==> src/design/tape_image_block_splitter_defines.svh <==
// Assertion macros shared by the tape image block splitter RTL.
`ifndef TAPE_IMAGE_BLOCK_SPLITTER_DEFINES_SVH
`define TAPE_IMAGE_BLOCK_SPLITTER_DEFINES_SVH

// Implication checked in the same cycle.
`define TIBS_ASSERT_NOW(label, clk, rst, ante, cons, msg) \
   label: assert property (@(posedge clk) disable iff (rst) (ante) |-> (cons)) else $error(msg);

// Implication checked in the next cycle.
`define TIBS_ASSERT_NEXT(label, clk, rst, ante, cons, msg) \
   label: assert property (@(posedge clk) disable iff (rst) (ante) |=> (cons)) else $error(msg);

`endif

==> src/design/tibs_pkg.sv <==
// Package: types, block ids and the block layout table for the tape image splitter.
`timescale 1ns / 1ps
package tibs_pkg;

   localparam int POSITION_BITS_DEFAULT = 32;
   localparam int INDEX_BITS_DEFAULT    = 16;
   localparam int QUEUE_DEPTH_DEFAULT   = 4;

   localparam logic [4:0] TZX_HEADER_LEN = 5'd10;

   // TZX block ids with a nonzero layout
   localparam logic [7:0] ID_STD_SPEED   = 8'h10;
   localparam logic [7:0] ID_TURBO       = 8'h11;
   localparam logic [7:0] ID_PURE_TONE   = 8'h12;
   localparam logic [7:0] ID_PULSES      = 8'h13;
   localparam logic [7:0] ID_PURE_DATA   = 8'h14;
   localparam logic [7:0] ID_DIRECT_REC  = 8'h15;
   localparam logic [7:0] ID_GENERALIZED = 8'h19;
   localparam logic [7:0] ID_PAUSE       = 8'h20;
   localparam logic [7:0] ID_GROUP_START = 8'h21;
   localparam logic [7:0] ID_LOOP_START  = 8'h24;
   localparam logic [7:0] ID_STOP_48K    = 8'h2A;
   localparam logic [7:0] ID_SET_LEVEL   = 8'h2B;
   localparam logic [7:0] ID_TEXT        = 8'h30;
   localparam logic [7:0] ID_MESSAGE     = 8'h31;
   localparam logic [7:0] ID_ARCHIVE     = 8'h32;
   localparam logic [7:0] ID_HARDWARE    = 8'h33;
   localparam logic [7:0] ID_CUSTOM      = 8'h35;
   localparam logic [7:0] ID_GLUE        = 8'h5A;

   typedef enum logic [1:0] {
      PH_FILEHDR = 2'd0,
      PH_START   = 2'd1,
      PH_HEADER  = 2'd2,
      PH_BODY    = 2'd3
   } phase_type;

   typedef enum logic [1:0] {
      ST_COMPLETE   = 2'd0,
      ST_BODY_CUT   = 2'd1,
      ST_HEADER_CUT = 2'd2
   } status_type;

   // header bytes after the id, length field offset, length field bytes, scale
   typedef struct packed {
      logic [4:0] hdr;
      logic [4:0] off;
      logic [2:0] cnt;
      logic [1:0] mult;
   } layout_type;

   typedef struct packed {
      status_type  status;
      logic [31:0] size;
      logic [31:0] offset;
      logic [7:0]  kind;
      logic [15:0] number;
   } result_type;

   function automatic layout_type mk(input logic [4:0] h, input logic [4:0] o,
                                     input logic [2:0] c, input logic [1:0] m);
      layout_type l;
      l.hdr  = h;
      l.off  = o;
      l.cnt  = c;
      l.mult = m;
      return l;
   endfunction

   function automatic layout_type layout_of(input logic [7:0] kind, input logic tap);
      layout_type l;
      if (tap) begin
         l = mk(5'd2, 5'd0, 3'd2, 2'd1);
      end else begin
         case (kind)
            ID_STD_SPEED:   l = mk(5'd4,  5'd2,  3'd2, 2'd1);
            ID_TURBO:       l = mk(5'd18, 5'd15, 3'd3, 2'd1);
            ID_PURE_TONE:   l = mk(5'd4,  5'd0,  3'd0, 2'd0);
            ID_PULSES:      l = mk(5'd1,  5'd0,  3'd1, 2'd2);
            ID_PURE_DATA:   l = mk(5'd10, 5'd7,  3'd3, 2'd1);
            ID_DIRECT_REC:  l = mk(5'd8,  5'd5,  3'd3, 2'd1);
            ID_GENERALIZED: l = mk(5'd4,  5'd0,  3'd4, 2'd1);
            ID_PAUSE:       l = mk(5'd2,  5'd0,  3'd0, 2'd0);
            ID_GROUP_START: l = mk(5'd1,  5'd0,  3'd1, 2'd1);
            ID_LOOP_START:  l = mk(5'd2,  5'd0,  3'd0, 2'd0);
            ID_STOP_48K:    l = mk(5'd4,  5'd0,  3'd0, 2'd0);
            ID_SET_LEVEL:   l = mk(5'd5,  5'd0,  3'd0, 2'd0);
            ID_TEXT:        l = mk(5'd1,  5'd0,  3'd1, 2'd1);
            ID_MESSAGE:     l = mk(5'd2,  5'd1,  3'd1, 2'd1);
            ID_ARCHIVE:     l = mk(5'd2,  5'd0,  3'd2, 2'd1);
            ID_HARDWARE:    l = mk(5'd1,  5'd0,  3'd1, 2'd3);
            ID_CUSTOM:      l = mk(5'd20, 5'd16, 3'd4, 2'd1);
            ID_GLUE:        l = mk(5'd9,  5'd0,  3'd0, 2'd0);
            default:        l = mk(5'd0,  5'd0,  3'd0, 2'd0);
         endcase
      end
      return l;
   endfunction

endpackage

==> src/design/tibs_parser.sv <==
// Front end: walks the image byte by byte and builds one result per finished or cut block.
`timescale 1ns / 1ps
module tibs_parser import tibs_pkg::*; #(
   parameter int POSITION_BITS = POSITION_BITS_DEFAULT,
   parameter int INDEX_BITS    = INDEX_BITS_DEFAULT
) (
   input  logic       clock,
   input  logic       reset,
   input  logic       csr_wr_en,
   input  logic       csr_wr_data,
   input  logic       in_accept,
   input  logic [7:0] in_byte,
   input  logic       in_last,
   output logic       out_push,
   output result_type out_result
);

   localparam int SeenW = (POSITION_BITS > 32) ? POSITION_BITS : 33;

   logic                     format_ff, format_in;
   logic [POSITION_BITS-1:0] pos_ff, pos_in;
   logic [POSITION_BITS-1:0] start_ff, start_in;
   logic [INDEX_BITS-1:0]    count_ff, count_in;
   logic [7:0]               kind_ff, kind_in;
   phase_type                phase_ff, phase_in, phase_step;
   logic [4:0]               hseen_ff, hseen_in;
   logic [31:0]              len_ff, len_in;
   logic [33:0]              left_ff, left_in;
   logic                     tap_ff, tap_in;
   logic [31:0]              total_ff, total_in;

   // datapath
   logic                     fmt_tap, begin_blk, consume, in_hdr, capture;
   logic [7:0]               kind_e;
   logic                     tap_e;
   logic [4:0]               hs_e, hs_n, hs_fh, cap_idx;
   logic [31:0]              len_e, len_n;
   layout_type               lay;
   logic [33:0]              body, total_full, body_dec;
   logic [31:0]              total_sat;
   logic                     finish, body_zero, done;
   logic [POSITION_BITS-1:0] start_new, seen;
   logic [SeenW-1:0]         seen_wide;
   logic [31:0]              seen_sat;

   always_comb begin
      fmt_tap   = !format_ff;
      begin_blk = (phase_ff == PH_START) || ((phase_ff == PH_FILEHDR) && fmt_tap);
      consume   = (phase_ff == PH_HEADER) || (begin_blk && fmt_tap);
      in_hdr    = (phase_ff == PH_HEADER) || begin_blk;
      kind_e    = begin_blk ? (fmt_tap ? ID_STD_SPEED : in_byte) : kind_ff;
      tap_e     = begin_blk ? fmt_tap : tap_ff;
      hs_e      = begin_blk ? 5'd0 : hseen_ff;
      len_e     = begin_blk ? 32'd0 : len_ff;
      start_new = begin_blk ? pos_ff : start_ff;
      lay       = layout_of(kind_e, tap_e);

      capture = consume && (hs_e >= lay.off) &&
                ({1'b0, hs_e} < (6'(lay.off) + 6'(lay.cnt)));
      cap_idx = hs_e - lay.off;
      len_n   = capture ? (len_e | (32'(in_byte) << {cap_idx[1:0], 3'b000})) : len_e;
      hs_n    = consume ? 5'(hs_e + 5'd1) : hs_e;
      finish  = in_hdr && (hs_n >= lay.hdr);

      case (lay.mult)
         2'd1:    body = 34'(len_n);
         2'd2:    body = {1'b0, len_n, 1'b0};
         2'd3:    body = 34'(len_n) + {1'b0, len_n, 1'b0};
         default: body = 34'd0;
      endcase
      body_zero  = (len_n == 32'd0) || (lay.mult == 2'd0);
      total_full = body + 34'(lay.hdr) + (tap_e ? 34'd0 : 34'd1);
      total_sat  = (total_full[33:32] != 2'b00) ? 32'hFFFF_FFFF : total_full[31:0];

      body_dec = (left_ff != 34'd0) ? (left_ff - 34'd1) : 34'd0;
      done     = (finish && body_zero) || ((phase_ff == PH_BODY) && (body_dec == 34'd0));

      hs_fh = 5'(hseen_ff + 5'd1);

      seen      = pos_ff + POSITION_BITS'(1) - start_new;
      seen_wide = SeenW'(seen);
      seen_sat  = (seen_wide[SeenW-1:32] != '0) ? 32'hFFFF_FFFF : seen_wide[31:0];
   end

   // next state
   always_comb begin
      case (phase_ff)
         PH_FILEHDR: begin
            if (format_ff) begin
               phase_step = (hs_fh >= TZX_HEADER_LEN) ? PH_START : PH_FILEHDR;
            end else begin
               phase_step = finish ? (body_zero ? PH_START : PH_BODY) : PH_HEADER;
            end
         end
         PH_START, PH_HEADER: begin
            phase_step = finish ? (body_zero ? PH_START : PH_BODY) : PH_HEADER;
         end
         PH_BODY: begin
            phase_step = (body_dec == 34'd0) ? PH_START : PH_BODY;
         end
         default: phase_step = PH_FILEHDR;
      endcase
      phase_in = !in_accept ? phase_ff : (in_last ? PH_FILEHDR : phase_step);
   end

   // outputs
   always_comb begin
      out_push = in_accept &&
                 (done || (in_last && ((phase_step == PH_HEADER) || (phase_step == PH_BODY))));
      out_result.number = 16'(count_ff);
      out_result.kind   = kind_e;
      out_result.offset = 32'(start_new);
      if (done) begin
         out_result.size   = finish ? total_sat : total_ff;
         out_result.status = ST_COMPLETE;
      end else begin
         out_result.size   = seen_sat;
         out_result.status = (phase_step == PH_HEADER) ? ST_HEADER_CUT : ST_BODY_CUT;
      end
   end

   // remaining registers
   always_comb begin
      format_in = csr_wr_en ? csr_wr_data : format_ff;
      pos_in    = pos_ff;
      start_in  = start_ff;
      count_in  = count_ff;
      kind_in   = kind_ff;
      hseen_in  = hseen_ff;
      len_in    = len_ff;
      left_in   = left_ff;
      tap_in    = tap_ff;
      total_in  = total_ff;
      if (in_accept) begin
         if (in_last) begin
            pos_in   = '0;
            start_in = '0;
            count_in = '0;
            kind_in  = 8'd0;
            hseen_in = 5'd0;
            len_in   = 32'd0;
            left_in  = 34'd0;
            tap_in   = 1'b0;
            total_in = 32'd0;
         end else begin
            pos_in   = pos_ff + POSITION_BITS'(1);
            start_in = start_new;
            kind_in  = kind_e;
            tap_in   = tap_e;
            if (done) begin
               count_in = count_ff + INDEX_BITS'(1);
            end
            if (finish) begin
               total_in = total_sat;
            end
            if ((phase_ff == PH_FILEHDR) && format_ff) begin
               hseen_in = (hs_fh >= TZX_HEADER_LEN) ? 5'd0 : hs_fh;
            end else if (in_hdr) begin
               hseen_in = done ? 5'd0 : hs_n;
               len_in   = done ? 32'd0 : len_n;
               left_in  = (finish && !body_zero) ? body : 34'd0;
            end else begin
               hseen_in = done ? 5'd0 : hseen_ff;
               left_in  = body_dec;
            end
         end
      end
   end

   always_ff @(posedge clock) begin
      if (reset) begin
         format_ff <= 1'b1;
         pos_ff    <= '0;
         start_ff  <= '0;
         count_ff  <= '0;
         kind_ff   <= 8'd0;
         phase_ff  <= PH_FILEHDR;
         hseen_ff  <= 5'd0;
         len_ff    <= 32'd0;
         left_ff   <= 34'd0;
         tap_ff    <= 1'b0;
         total_ff  <= 32'd0;
      end else begin
         format_ff <= format_in;
         pos_ff    <= pos_in;
         start_ff  <= start_in;
         count_ff  <= count_in;
         kind_ff   <= kind_in;
         phase_ff  <= phase_in;
         hseen_ff  <= hseen_in;
         len_ff    <= len_in;
         left_ff   <= left_in;
         tap_ff    <= tap_in;
         total_ff  <= total_in;
      end
   end

endmodule

==> src/design/tibs_result_queue.sv <==
// Back end: small result queue whose head drives the result channel.
`timescale 1ns / 1ps
module tibs_result_queue import tibs_pkg::*; #(
   parameter int QUEUE_DEPTH = QUEUE_DEPTH_DEFAULT
) (
   input  logic       clock,
   input  logic       reset,
   input  logic       push,
   input  result_type push_data,
   output logic       full,
   input  logic       pop,
   output logic       head_valid,
   output result_type head_data
);

   localparam int PtrW = (QUEUE_DEPTH > 1) ? $clog2(QUEUE_DEPTH) : 1;
   localparam int CntW = $clog2(QUEUE_DEPTH + 1);

   result_type          slot_ff [QUEUE_DEPTH];
   logic [PtrW-1:0]     wr_ptr_ff, wr_ptr_in;
   logic [PtrW-1:0]     rd_ptr_ff, rd_ptr_in;
   logic [CntW-1:0]     count_ff, count_in;
   logic                do_push, do_pop;

   always_comb begin
      full       = (count_ff == CntW'(QUEUE_DEPTH));
      head_valid = (count_ff != '0);
      head_data  = slot_ff[rd_ptr_ff];
      do_push    = push && !full;
      do_pop     = pop && head_valid;
      wr_ptr_in  = wr_ptr_ff;
      rd_ptr_in  = rd_ptr_ff;
      if (do_push) begin
         wr_ptr_in = (wr_ptr_ff == PtrW'(QUEUE_DEPTH - 1)) ? '0 : wr_ptr_ff + PtrW'(1);
      end
      if (do_pop) begin
         rd_ptr_in = (rd_ptr_ff == PtrW'(QUEUE_DEPTH - 1)) ? '0 : rd_ptr_ff + PtrW'(1);
      end
      count_in = count_ff + CntW'(do_push) - CntW'(do_pop);
   end

   always_ff @(posedge clock) begin
      if (do_push) begin
         slot_ff[wr_ptr_ff] <= push_data;
      end
   end

   always_ff @(posedge clock) begin
      if (reset) begin
         wr_ptr_ff <= '0;
         rd_ptr_ff <= '0;
         count_ff  <= '0;
      end else begin
         wr_ptr_ff <= wr_ptr_in;
         rd_ptr_ff <= rd_ptr_in;
         count_ff  <= count_in;
      end
   end

endmodule

==> src/design/tape_image_block_splitter.sv <==
// Top level of the tape image block splitter: parser front end and result queue.
// Usage:
//  - req channel: one image byte per request (req_tdata), req_tlast on the last byte.
//  - rsp channel: one result per finished block, or one status result when the
//    image stops inside a block (rsp_tuser = 1 cut in body, 2 cut in header).
//  - csr_wr_en/csr_wr_data: image format, 0 = TAP, 1 = TZX (reset value).
//    Write only while idle; it applies from the next file header byte or block start.
// Timing:
//  - Throughput: one request per cycle unless the queue is full.
//    Each byte only updates counters. Results are registered in the queue ahead of rsp.
//  - The parser finishes every request in the cycle it is accepted, so the result
//    queue depth (QUEUE_DEPTH) alone sets how long req keeps flowing under a stall.
// Reset: synchronous, active high. Parser returns to file header phase, counters
//    clear, queue empties, format goes to TZX. After req_tlast the parser state
//    also clears (format kept), so the next request starts a new image.
// Stall: while rsp_tready is low results collect in the queue; when it is full
//    req_tready drops until a result is taken.
`timescale 1ns / 1ps
`include "tape_image_block_splitter_defines.svh"
module tape_image_block_splitter import tibs_pkg::*; #(
   parameter int POSITION_BITS = POSITION_BITS_DEFAULT,
   parameter int INDEX_BITS    = INDEX_BITS_DEFAULT,
   parameter int QUEUE_DEPTH   = QUEUE_DEPTH_DEFAULT
) (
   input  logic        clock,
   input  logic        reset,
   input  logic        csr_wr_en,
   input  logic        csr_wr_data,
   input  logic        req_tvalid,
   output logic        req_tready,
   input  logic [7:0]  req_tdata,   // [7:0] data_byte
   input  logic        req_tlast,   // end_of_image
   output logic        rsp_tvalid,
   input  logic        rsp_tready,
   output logic [87:0] rsp_tdata,   // [15:0] block_number, [23:16] block_kind,
                                    // [55:24] block_offset, [87:56] block_size
   output logic [1:0]  rsp_tuser    // [1:0] status
);

   logic       req_accept;
   logic       push;
   result_type push_data;
   logic       queue_full;
   result_type head;

   // a request is taken only when the queue can hold whatever it produces
   assign req_tready = !queue_full;
   assign req_accept = req_tvalid && req_tready;

   tibs_parser #(
      .POSITION_BITS (POSITION_BITS),
      .INDEX_BITS    (INDEX_BITS)
   ) u_parser (
      .clock       (clock),
      .reset       (reset),
      .csr_wr_en   (csr_wr_en),
      .csr_wr_data (csr_wr_data),
      .in_accept   (req_accept),
      .in_byte     (req_tdata),
      .in_last     (req_tlast),
      .out_push    (push),
      .out_result  (push_data)
   );

   tibs_result_queue #(
      .QUEUE_DEPTH (QUEUE_DEPTH)
   ) u_queue (
      .clock      (clock),
      .reset      (reset),
      .push       (push),
      .push_data  (push_data),
      .full       (queue_full),
      .pop        (rsp_tready),
      .head_valid (rsp_tvalid),
      .head_data  (head)
   );

   assign rsp_tdata = {head.size, head.offset, head.kind, head.number};
   assign rsp_tuser = head.status;

   // results only come from accepted requests, never into a full queue
   `TIBS_ASSERT_NOW(a_push_on_accept, clock, reset, push, req_accept, "result without accepted request")
   // a cut-block status only on the last byte of an image
   `TIBS_ASSERT_NOW(a_cut_needs_last, clock, reset, push && (push_data.status != ST_COMPLETE), req_tlast, "cut status without end of image")
   // a result pushed into an empty queue shows up on rsp next cycle
   `TIBS_ASSERT_NEXT(a_push_visible, clock, reset, push && !rsp_tvalid, rsp_tvalid, "pushed result not presented")

endmodule

==> config.mk <==
export PLATFORM = sky130hd
export DESIGN_NAME = tape_image_block_splitter
export DESIGN_NICKNAME = d
export VERILOG_FILES = /design/src/design/tibs_pkg.sv /design/src/design/tibs_parser.sv /design/src/design/tibs_result_queue.sv /design/src/design/tape_image_block_splitter.sv
export VERILOG_INCLUDE_DIRS = /design/src /design/src/design
export SDC_FILE = /design/constraint.sdc
export NUM_CORES = 1
export LEC_CHECK = 0
export BUFFER_PORTS_ARGS = -buffer_cell sky130_fd_sc_hd__buf_4
export CAP_MARGIN = 5
export CORE_MARGIN = 1
export CORE_UTILIZATION = 36
export DETAILED_ROUTE_END_ITERATION = 12
export PLACE_DENSITY = 0.61
export SYNTH_ARGS = -nofsm -noshare
export SYNTH_HDL_FRONTEND = slang
export SYNTH_SLANG_ARGS = --single-unit
==> constraint.sdc <==
create_clock -name clock -period 24.2 [get_ports clock]
set_input_delay 1.21 -clock clock [delete_from_list [all_inputs] [get_ports clock]]
set_output_delay 1.21 -clock clock [all_outputs]
set_load 0.02 [all_outputs]
[Yosys cells after proc, flatten, opt, wreduce, memory -nomap -nowiden]
Memory sizes are Yosys's and may differ from the RTL's. A register that Yosys moved wholly into a read port is not among the register bits.
Cells that the tools add are included.
Storage, ports and cells
  output and inout bits: 92
  input bits: 15
  memories: 1
  RAM bits: 360
  bits in registers: 202
  word-level logic and storage cells: 159
Cells by class
  shift operators: 1
  bitwise gates (word level): 1
  eq/ne operators: 30
  add/subtract/negate cells: 15
  muxes and demuxes: 51
  magnitude comparators: 4
  reduce and logical (&&, ||, !) cells: 42
Memory list
  u_queue.slot_ff: words 4, bits a word 90, read ports 1, clocked after Yosys merged registers in 1, write ports 1, RTL line tibs_result_queue.sv:19  | result_type slot_ff [QUEUE_DEPTH];
Operator list (number)
  2-to-1 mux 32 bit: 12
  case mux 15 bit (15 select lines): 1
  2-to-1 mux 34 bit: 6
  case mux 34 bit (3 select lines): 1
  == test 8 x 6 -> 1 bit (second input constant): 10
  == test 8 x 5 -> 1 bit (second input constant): 7
  2-to-1 mux 5 bit: 8
  adder 32 x 33 -> 34 bit: 1
  adder 34 bit: 1
  adder 34 x 5 -> 34 bit: 1
  logical NOT 34 bit: 1
  nonzero test 34 bit: 1
  subtractor 34 x 1 -> 34 bit (second input constant): 1
  adder 32 x 1 -> 32 bit (second input constant): 1
  logical NOT 32 bit: 1
  2-to-1 mux 16 bit: 2
  OR 32 bit: 1
  << shifter 8 x 5 -> 32 bit: 1
  subtractor 32 bit: 1
  2-to-1 mux 8 bit: 3
  2-to-1 mux 2 bit: 10
  adder 16 x 1 -> 16 bit (second input constant): 1
  == test 2 bit (second input constant): 8
  2-to-1 mux 15 bit: 1
  25 further kinds: 63

[Longest topological paths before layout]
Gate-level depths: netlist of run 1.
  depth in word-level cells: 26
  depth in mapped cells: 51
  depth with buffers taken out: 45

[Hierarchy]
Synthesis of run 1 repeated with hierarchy kept, for this count alone.
Second synthesis, totals
  cells, all modules: 2879
  area total of the unflattened synthesis: 30500.5 µm²
Modules (own cells, without submodules)
  tibs_parser: area each 17048.9 µm², cells an instance 2356, times used 1, seq. area each 3903.7 µm²
  tibs_result_queue: area each 13441.6 µm², cells an instance 521, times used 1, seq. area each 10990.5 µm²
  tape_image_block_splitter: area each 10.0 µm², cells an instance 2, times used 1, seq. area each 0.0 µm²

[Least setup slack after synthesis of run 1]
No wires, ideal clock.
  path type: input-to-reg
  from: input port req_tdata[5]
  to: memory u_queue.slot_ff[0][0] (netlist name), enable pin
  path buffers: 1
  arrival: 9.489 ns
  slack: 14.252 ns
  stages on the path: 35
  required time: 23.741 ns
  setup time: 0.459 ns
  cell sequence: clkbuf_1 > mux2_2 > a22oi_2 > inv_1 > or4_1 > nor3_1 > a21oi_1 > o21ai_0 > nand2_1 > nand2_1 > nand2_1 > a211o_1 > inv_1 > ha_1 > a21o_1 > a21oi_1 > xnor2_1 > ha_1 > o21ai_0 > o2111a_1 > a22o_1 > inv_1 > ha_1 > and4_1 > nand3_1 > nor4_1 > nand4_1 > nor4_1 > a32o_1 > nand2_1 > a221oi_1 > a21oi_1 > a21oi_1 > nor2_1 > and2_1
RTL lines
  start, declared: RTL line tape_image_block_splitter.sv:31  | input logic [7:0] req_tdata,
  end, declared: RTL line tibs_result_queue.sv:19

==> impl_results.md, run 1 <==
* Run status: finished, final reports clean
* Worst-skew pair later-pin latency at 670 ps
* Port bufs at 106
* Highest Clock Rate at 84.5 MHz
* CTS tree: yes
* Worst EP required at 24530 ps
* Die W at 293 um
* Synthesized area at 30500 um2
* Reg2reg path depth at 37
* Vias/cell at 5.65
* Largest net degree at the start of global routing at 71
* RSZ-0062 raised after global routing: false
* Full die area at ~86000 um2
* Ant. Diodes at 0
* Prevailing post-synth register cell: edfxtp_1
* Overflow after GRT at 0
* Crit path kind: reg2reg
* Max Root-Sink Buffers at 3
* Worst-path clk slew at 60 ps
* Initial DRC count at 2030
* R2r setup slk at 12370 ps
* Max Clock Skew at 62.8 ps
* Postcts setup bufs at 0
* Hold buffer count at CTS at 0
* Crit-path max cell delay at 790 ps
* Mapped Nets at 3022
* Critical path depth in cells at 37
* Post-DR wirelength/cell at about 20 um
* Finished Layout Cells at about 4000
* Vias at 23200
* # resized after CTS at 0
* Number of synthesized flops with an enable pin at between 300 and 400
* Net count, final at roughly 3000
* Critical R2R Launch: u_parser.phase_ff[1]
* CTS Buf Count at 60
* Core ar. at 83800 um2
* Synth cell types at 97
* Peak supply drop at 74.3 uV
* Register area share after synthesis at 48.8%
* Slowest CP cell: nor4_1
* DRC Markers at 0
* H-tree depth at 2
* GPL Wtd Cong at 0.910
* Worst hold path depth at 2
* Startpoint types: flop
* # IOs at ~110
* CP top delay family: compound AO/OA/AOI/OAI gates
* Final core area utilization at 41.0%
* Root buf cell: clkbuf_16
* GRT Util Overall at about a fifth
* Max FO, Critical Path at between 50 and 60
* Pwr/cell area at 81.8 nW/um2
* Setup violators final at 0
* Final hold viol count at 0
* Commonest non-fill, non-tap cell in the layout: edfxtp_1
* Synthesized netlist cell count at 2900
* Post-Route WL at 84500 um
* TritonRoute pass-1 iters at 8
* Number of max-cap violations at 0
* Std cell rows at 106
* WP buf/inv at 5
* Hold/Removal Path Class: reg2reg
* Tmin final at 11830 ps
* P&R area growth vs syn at 12.7%
* Setup TNS Final at 0 ps
* Initial antenna violation count at 0
* Worst Path Arrival at around 12000 ps
* Slew margin rel. at 19.4%
* Hold endpoint: u_parser.total_ff[14]
* Tcrit/Tclk final at 48.9%
* Slew Limit Fails at 0
* Placed insts at 3994
* Antenna-violating nets left at 0
* Initial core utilization at between 30% and 40%
* Flops & latches, synth at between 500 and 600
* Layout cell share with drive strength beyond 1 at 13.0%
* Synth async-reset ratio at 0%
* Commonest cells after routing, fill and taps aside: edfxtp_1 (360), nor2_1 (335), nand2_1 (239)
* Vias in the first global route at 21800
* Synthesized area per cell at about 11 um2
* Tightest Pin Transition at 1210 ps
* Die H at 293 um
* Element type at the critical path end: flop
* DPL Wire Length at 58500 um
* Yosys warns at 0
* First-pass GRT wire length at 130000 um
* P_leak at 0.0126 uW
* R2r endpoint: u_queue.slot_ff[0][64]
* Clock Sinks at about 560
* Hold Crit Start: u_parser.total_ff[14]
==> synth_stat cells (34+ instances only) <==
cell | instances | area share, %
nor3_1 | 57 | 0.93
nand2_1 | 240 | 3.0
a22oi_1 | 156 | 3.8
o22ai_1 | 62 | 1.3
inv_1 | 117 | 1.4
clkbuf_1 | 137 | 1.7
edfxtp_1 | 360 | 35
and3_1 | 34 | 0.70
ha_1 | 102 | 4.2
xor2_1 | 57 | 1.6
nand3_1 | 52 | 0.85
a21oi_1 | 128 | 2.1
mux4_2 | 90 | 6.6
dfxtp_1 | 204 | 13
nor2_1 | 339 | 4.2
xnor2_1 | 90 | 2.6
a21o_1 | 37 | 0.91
o21ai_0 | 135 | 2.2
==> power by group <==
group / internal (uW) / leakage, uW / total, uW / switching, uW
Combinational: 279 / 0.00636 / 771 / 492
Clock: 548 / 0.000993 / 939 / 390
Sequential: 1070 / 0.00524 / 1100 / 34.5
Total: 1900 / 0.0126 / 2810 / 917
==> how the worst max path moves through the flow <==
stage,from,end,slack (ps)
floorplan,req_tdata[5],u_queue.slot_ff[0][0],14250
global placement,req_tdata[6],u_queue.slot_ff[0][72],12870
detailed placement,req_tdata[6],u_queue.slot_ff[0][64],12640
CTS,u_parser.phase_ff[1],u_queue.slot_ff[2][57],12630
global route,u_parser.phase_ff[1],u_queue.slot_ff[3][87],11610
finish,u_parser.phase_ff[1],u_queue.slot_ff[0][64],12370
==> tightest hold or removal path: cells and delay by family, from the launching register on <==
| family | cells | cell delay, ps |
|---|---|---|
| flip-flops | 1 | 310 |
| AND/OR/NAND/NOR | 1 | 50 |
| AO/OA/AOI/OAI | 1 | 50 |
==> metal layers <==
| layer | track usage, % | share of wire (%) |
|---|---|---|
| met1 | 25.8 | 44 |
| met2 | 32.6 | 48 |
| met3 | 2.72 | 5.6 |
| met4 | 5.44 | 2.4 |
| met5 | 0 | 0 |
==> stage by stage <==
step	worst slack [ps]	hold WS [ps]	total power (uW)	instance area (um2)
after global routing	11610	467	2940	34400
after global placement	12870	442	1900	32300
final	12370	461	2810	34400
after detailed placement	12640	444	1900	32300
after CTS	12630	453	2840	34400
after floorplan	14250	431	1620	30500
==> cell type report <==
cell class / count / area, um2
Multi-Input combinational cell: 2038 / 14500
Clock buffer: 83 / 1700
Tap cell: 1134 / 1420
Clock inverter: 31 / 352
Timing Repair Buffer: 135 / 1020
Sequential cell: 564 / 14900
Fill cell: 8174 / 49400
Inverter: 123 / 462
==> logic make-up after synthesis <==
| family | count (synthesis) | share of synthesized area (%) |
|---|---|---|
| simple gates | 924 | 14.2 |
| flops | 564 | 48.8 |
| buf+inv | 298 | 3.83 |
| fa+ha+maj | 107 | 4.51 |
| compound gates | 743 | 16.9 |
| xor+xnor | 147 | 4.22 |
| mux | 117 | 7.57 |
==> sequential cells by signal, summed over array words and instances, names as in the netlist, named ones only <==
| register | count |
|---|---|
| u_parser.count_ff | 16 |
| u_parser.format_ff | 1 |
| u_parser.hseen_ff | 5 |
| u_parser.kind_ff | 8 |
| u_parser.left_ff | 34 |
| u_parser.len_ff | 32 |
| u_parser.phase_ff | 2 |
| u_parser.pos_ff | 32 |
| u_parser.start_ff | 32 |
| u_parser.tap_ff | 1 |
| u_parser.total_ff | 32 |
| u_queue.count_ff | 3 |
| u_queue.rd_ptr_ff | 2 |
| u_queue.slot_ff | 360 |
| u_queue.wr_ptr_ff | 2 |
No activity file was read; power rests on OpenSTA's default activity.
==> run 2: changes to the inputs <==
- clock period: 24.2 -> 11.9 ns (I/O delays scaled with it)
==> impl_results.md, run 2 (synthesis gave the netlist of run 1 again) <==
* Worst Path Arrival at 11430 ps (-730 ps)
* Die H at 293 um (unchanged)
* H-tree depth at 2 (unchanged)
* Final hold viol count at 0 (unchanged)
* R2r setup slk at 780 ps (-11590 ps)
* Initial core utilization at 36.4% (unchanged)
* Initial antenna violation count at 0 (unchanged)
* Sequential fraction of design power at 38.9% (-0.4 points)
* Port bufs at 106 (unchanged)
* Max FO, Critical Path at 16 (-69%)
* Worst Setup SP: u_parser.phase_ff[1]
* Ant. Diodes at 0 (unchanged)
* RSZ-0062 raised after global routing: false
* Critical R2R Launch: u_parser.phase_ff[1]
* Root buf cell: clkbuf_16
* CP top delay family: compound AO/OA/AOI/OAI gates
* Gate power share at 27.6% (+0.2 points)
* Hold Crit Start: csr_wr_data
* Run status: finished, final reports clean
* Layout cell share with drive strength beyond 1 at 13.9% (+0.81 points)
* Slew margin rel. at 27.8% (+8.4 points)
* Tmin final at 11120 ps (-711 ps)
* CTS tree: yes
* Worst hold slack at 185 ps (-276 ps)
* Internal power at 3880 uW (+100%)
* Largest net degree at the start of global routing at 69 (-2.8%)
* GPL Wtd Cong at 0.905 (-0.54%)
* Die W at 293 um (unchanged)
* Final core area utilization at 41.3% (+0.27 points)
* Vias/cell at 5.64 (-0.22%)
* Worst hold path depth at 2 (unchanged)
* WP buf/inv at 5 (unchanged)
* Crit path kind: reg2reg
* Std cell rows at 106 (unchanged)
* Crit-path max cell delay at 630 ps (-160 ps)
* Element type at the critical path end: flop
* Clock Sinks at 564 (unchanged)
* Full die area at 86000 um2 (unchanged)
* Pwr/cell area at 166 nW/um2 (+100%)
* Worst EP required at 12210 ps (-12320 ps)
* Max Clock Skew at 42.9 ps (-19.9 ps)
* Postcts setup bufs at 0 (unchanged)
* Fill cell count at 8068 (-1.3%)
* Core ar. at 83800 um2 (unchanged)
* DRC Markers at 0 (unchanged)
* CTS Buf Count at 60 (unchanged)
* Critical path depth in cells at 39 (+5.4%)
* Overflow after GRT at 0 (unchanged)
* Setup violators final at 0 (unchanged)
* Place WS at 684 ps (-11950 ps)
* Vias at 23300 (+0.29%)
* Commonest cells after routing, fill and taps aside: edfxtp_1 (360), nor2_1 (335), nand2_1 (239)
* Worst-skew pair later-pin latency at 640 ps (-30 ps)
* Net switching power at 1860 uW (+100%)
* Hold/Removal Path Class: in2reg
* Setup TNS Final at 0 ps (unchanged)
* Biggest register: u_queue.slot_ff
* P&R area growth vs syn at 13.4%
* Switch share at 32.4% (-0.17 points)
* P_leak at 0.0127 uW (+0.92%)
* Post-Route WL at 85300 um (+0.88%)
* DPL Wire Length at 58500 um (about the same)
* Peak supply drop at 134 uV (+80%)
* CP endpoint: u_queue.slot_ff[1][63]
* Net count, final at 3065 (+0.69%)
* First-pass GRT wire length at 132000 um (+1.1%)
* Worst-path clk slew at 60 ps (about the same)
* Post-DR wirelength/cell at 20.7 um (+0.37%)
* # IOs at 107 (unchanged)
* R2r endpoint: u_queue.slot_ff[1][63]
* Max reg flops at 360 (unchanged)
* Final worst setup slack at 779 ps (-11590 ps)
* Tightest Pin Transition at 1080 ps (-127 ps)
* Reg2reg path depth at 39 (+5.4%)
* TritonRoute pass-1 iters at 6 (-2)
* Vias in the first global route at 22200 (+2.0%)
* Number of max-cap violations at 0 (unchanged)
* Antenna-violating nets left at 0 (unchanged)
* Startpoint types: flop
* Slew Limit Fails at 0 (unchanged)
* Initial DRC count at 2213 (+9.0%)
* Highest Clock Rate at 89.9 MHz (+6.4%)
* Max Root-Sink Buffers at 3 (unchanged)
* Commonest non-fill, non-tap cell in the layout: edfxtp_1
* Biggest regs: u_queue.slot_ff: 360 flops, u_parser.left_ff: 34 flops
* Tcrit/Tclk final at 93.5% (+45 points)
* GRT Util Overall at 19.6% (+0.25 points)
* Slowest CP cell: or4_1
* Clk pwr share at 33.5% (about the same)
==> run 2: repair_timing <==
| action | CTS | global route |
|---|---|---|
| gates resized for setup | 0 | 6 |
| hold buffers | 0 | 0 |
| endpoints found under the setup margin | 0 | 152 |
==> run 2: worst min-delay path by stage <==
stage                             to  slack [ps]
2_1_floorplan  u_parser.total_ff[17]         430
3_3_place_gp   u_parser.total_ff[17]         440
3_5_place_dp    u_parser.total_ff[9]         450
4_1_cts           u_parser.format_ff         160
5_1_grt           u_parser.format_ff         180
6_report          u_parser.format_ff         190
==> run 2: layout make-up <==
| type | count | area [um2] | share of cell area (%) |
|---|---|---|---|
| flip-flops and latches | 564 | 14900 | 43.0 |
| multi-input cells | 2039 | 14600 | 42.1 |
| clock buffers | 86 | 1710 | 4.94 |
| well taps | 1134 | 1420 | 4.10 |
| repair buffers | 155 | 1220 | 3.52 |
| inverters | 123 | 462 | 1.33 |
| clock inverters | 28 | 343 | 0.990 |
==> run 2: layer usage <==
metal	global-route usage [%]	routed length [um]
met5	0	0
met4	5.25	1920
met3	2.50	4720
met2	33.0	41000
met1	26.3	37700
==> run 2: power groups by stage <==
stage               combinational [uW]  sequential [uW]  clock [uW]
detailed placement                1590             2280           0
global placement                  1590             2280           0
global route                      1700             2250        2040
CTS                               1600             2240        1960
finish                            1590             2230        1920
floorplan                         1060             2240           0
==> run 2: metrics by stage <==
stage / power (uW) / instance area, um2 / std cells
after detailed placement: 3870 / 32500 / 4014
after floorplan: 3300 / 30500 / 2900
after CTS: 5790 / 34600 / 4128
after global placement: 3870 / 32500 / 4014
after global routing: 5980 / 34600 / 4129
final: 5750 / 34600 / 4129
==> run 3: changes to the inputs <==
- CELL_PAD_IN_SITES_DETAIL_PLACEMENT: unset -> 2
- CELL_PAD_IN_SITES_GLOBAL_PLACEMENT: unset -> 2
- PLACE_DENSITY: 0.61 -> 0.81
- clock period: 11.9 -> 13.1 ns (I/O delays scaled with it)
==> impl_results.md, run 3 (synthesis gave the netlist of run 1 again) <==
* Run status: finished, final reports clean
* Largest net degree at the start of global routing at 73 (+5.8%)
* Worst-skew pair later-pin latency at 630 ps (about the same)
* RSZ-0062 raised after global routing: false
* Biggest regs: u_queue.slot_ff: 360 flops, u_parser.left_ff: 34 flops
* Setup violators final at 0 (unchanged)
* Highest Clock Rate at 81.4 MHz (-9.4%)
* Commonest non-fill, non-tap cell in the layout: edfxtp_1
* Setup TNS Final at 0 ps (unchanged)
* Antenna-violating nets left at 0 (unchanged)
* Postcts setup bufs at 0 (unchanged)
* Full die area at 86000 um2 (unchanged)
* Vias/cell at 6.01 (+6.6%)
* Pwr/cell area at 157 nW/um2 (-5.1%)
* Initial core utilization at 36.4% (unchanged)
* Number of max-cap violations at 0 (unchanged)
* Worst Path Arrival at 12530 ps (+1100 ps)
* Overflow after GRT at 0 (unchanged)
* Slowest CP cell: nor4_1
* Final worst setup slack at 822 ps (+42.4 ps)
* TritonRoute pass-1 iters at 5 (-1)
* Worst-path clk slew at 60 ps (about the same)
* Critical Path Most Common Cell: ha_1
* CTS tree: yes
* Worst EP required at 13350 ps (+1140 ps)
* Root buf cell: clkbuf_16
* Crit path kind: reg2reg
* Crit-path max cell delay at 870 ps (+240 ps)
* Ant. Diodes at 0 (unchanged)
* Slew Limit Fails at 0 (unchanged)
* Initial DRC count at 1678 (-24%)
* Post-DR wirelength/cell at 27.5 um (+33%)
* Hold buffer count at CTS at 0 (unchanged)
* Port bufs at 106 (unchanged)
* P_leak at 0.0127 uW (-0.15%)
* Commonest cells after routing, fill and taps aside: edfxtp_1 (360), nor2_1 (335), nand2_1 (239)
* Die H at 293 um (unchanged)
* Vias at 24800 (+6.4%)
* Core ar. at 83800 um2 (unchanged)
* Slew margin rel. at 20.8% (-7.0 points)
* Peak supply drop at 115 uV (-15%)
* Die W at 293 um (unchanged)
* Std cell rows at 106 (unchanged)
* Biggest register: u_queue.slot_ff
* Place WS at 931 ps (+247 ps)
* GRT Util Overall at 26.2% (+6.6 points)
* Tightest Pin Transition at 1180 ps (+106 ps)
* DRC Markers at 0 (unchanged)
* GPL Wtd Cong at 0.856 (-5.5%)
* Layout cell share with drive strength beyond 1 at 13.5% (-0.37 points)
* DPL Wire Length at 78800 um (+35%)
* Vias in the first global route at 27300 (+23%)
* P&R area growth vs syn at 13.2%
* Max reg flops at 360 (unchanged)
* Max Clock Skew at 26.8 ps (-16.1 ps)
* Hold/Removal Path Class: in2reg
* Clock Sinks at 564 (unchanged)
* First-pass GRT wire length at 173000 um (+31%)
* Worst hold slack at 249 ps (+63.9 ps)
* Net count, final at 3057 (-0.26%)
* Initial antenna violation count at 1 (+1)
* Tcrit/Tclk final at 93.7% (+0.28 points)
* # IOs at 107 (unchanged)
* Final hold viol count at 0 (unchanged)
* Element type at the critical path end: flop
* H-tree depth at 3 (+1)
* Max Root-Sink Buffers at 3 (unchanged)
* CTS Buf Count at 67 (+12%)
* Max FO, Critical Path at 52 (+36)
* Tmin final at 12280 ps (+1160 ps)
* Startpoint types: flop
* Post-Route WL at 114000 um (+33%)
run 3: cell types whose count changed in the layout (fill, tap and decap cells not counted), sizes merged:
cell,change
o21ai,-1
clkinvlp,-1
bufinv,-5
inv,+7
buf,-14
clkbuf,+8
run 3: layer usage:
metal	vias to the layer above	part of all wire, %	GRT usage [%]
met5	-	0.011	0
met4	2	3.5	9.74
met3	192	3.8	3.47
met2	627	52	47.5
met1	13000	41	31.4
li1	11000	-	-
run 3: report_power, final:
part	internal (uW)	total, uW	switching [uW]
registers	1980	2030	56.2
clock network	1040	1850	811
logic	525	1550	1030
run 3: final timing paths:
check | start | depth (start not counted) | to | slack [ps]
worst min register to register | u_parser.total_ff[9] | 2 | u_parser.total_ff[9] | 480
worst max register to register | u_parser.phase_ff[1] | 36 | u_queue.slot_ff[0][63] | 820
worst max-delay path | u_parser.phase_ff[1] | 36 | u_queue.slot_ff[0][63] | 820
worst min-delay path | csr_wr_data | 2 | u_parser.format_ff | 250
run 3: final cells by class:
cell class	instances	area, um2
fillers	8807	49300
flip-flops and latches	564	14900
multi-input cells	2038	14500
clock buffers	94	1880
well taps	1134	1420
repair buffers	141	1070
inverters	123	462
clock inverters	29	270
run 3: per-stage QoR:
| stage | cell area [um2] | util (%) | power, uW | std cells |
|---|---|---|---|---|
| final | 34600 | 41.2 | 5440 | 4123 |
| after global routing | 34600 | 41.2 | 5620 | 4123 |
| after CTS | 34600 | 41.2 | 5480 | 4123 |
| after detailed placement | 32400 | 38.7 | 3610 | 4000 |
| after global placement | 32400 | 38.7 | 3540 | 4000 |
| after floorplan | 30500 | - | 3000 | 2900 |
run 3: timing repair:
item | in CTS | in global routing
endpoints found under the setup margin | 0 | 92
endpoints found under the hold margin | 0 | 0
gates resized for setup | 0 | 1
run 3: critical path: cells and delay by family, from the launching register on:
kind,cells,cell delay [ps]
AO/OA/AOI/OAI,18,5430
XOR/XNOR,1,140
adder cells (fa/ha/maj),4,1470
buffers and inverters,4,770
flip-flops,1,380
AND/OR/NAND/NOR,9,3640
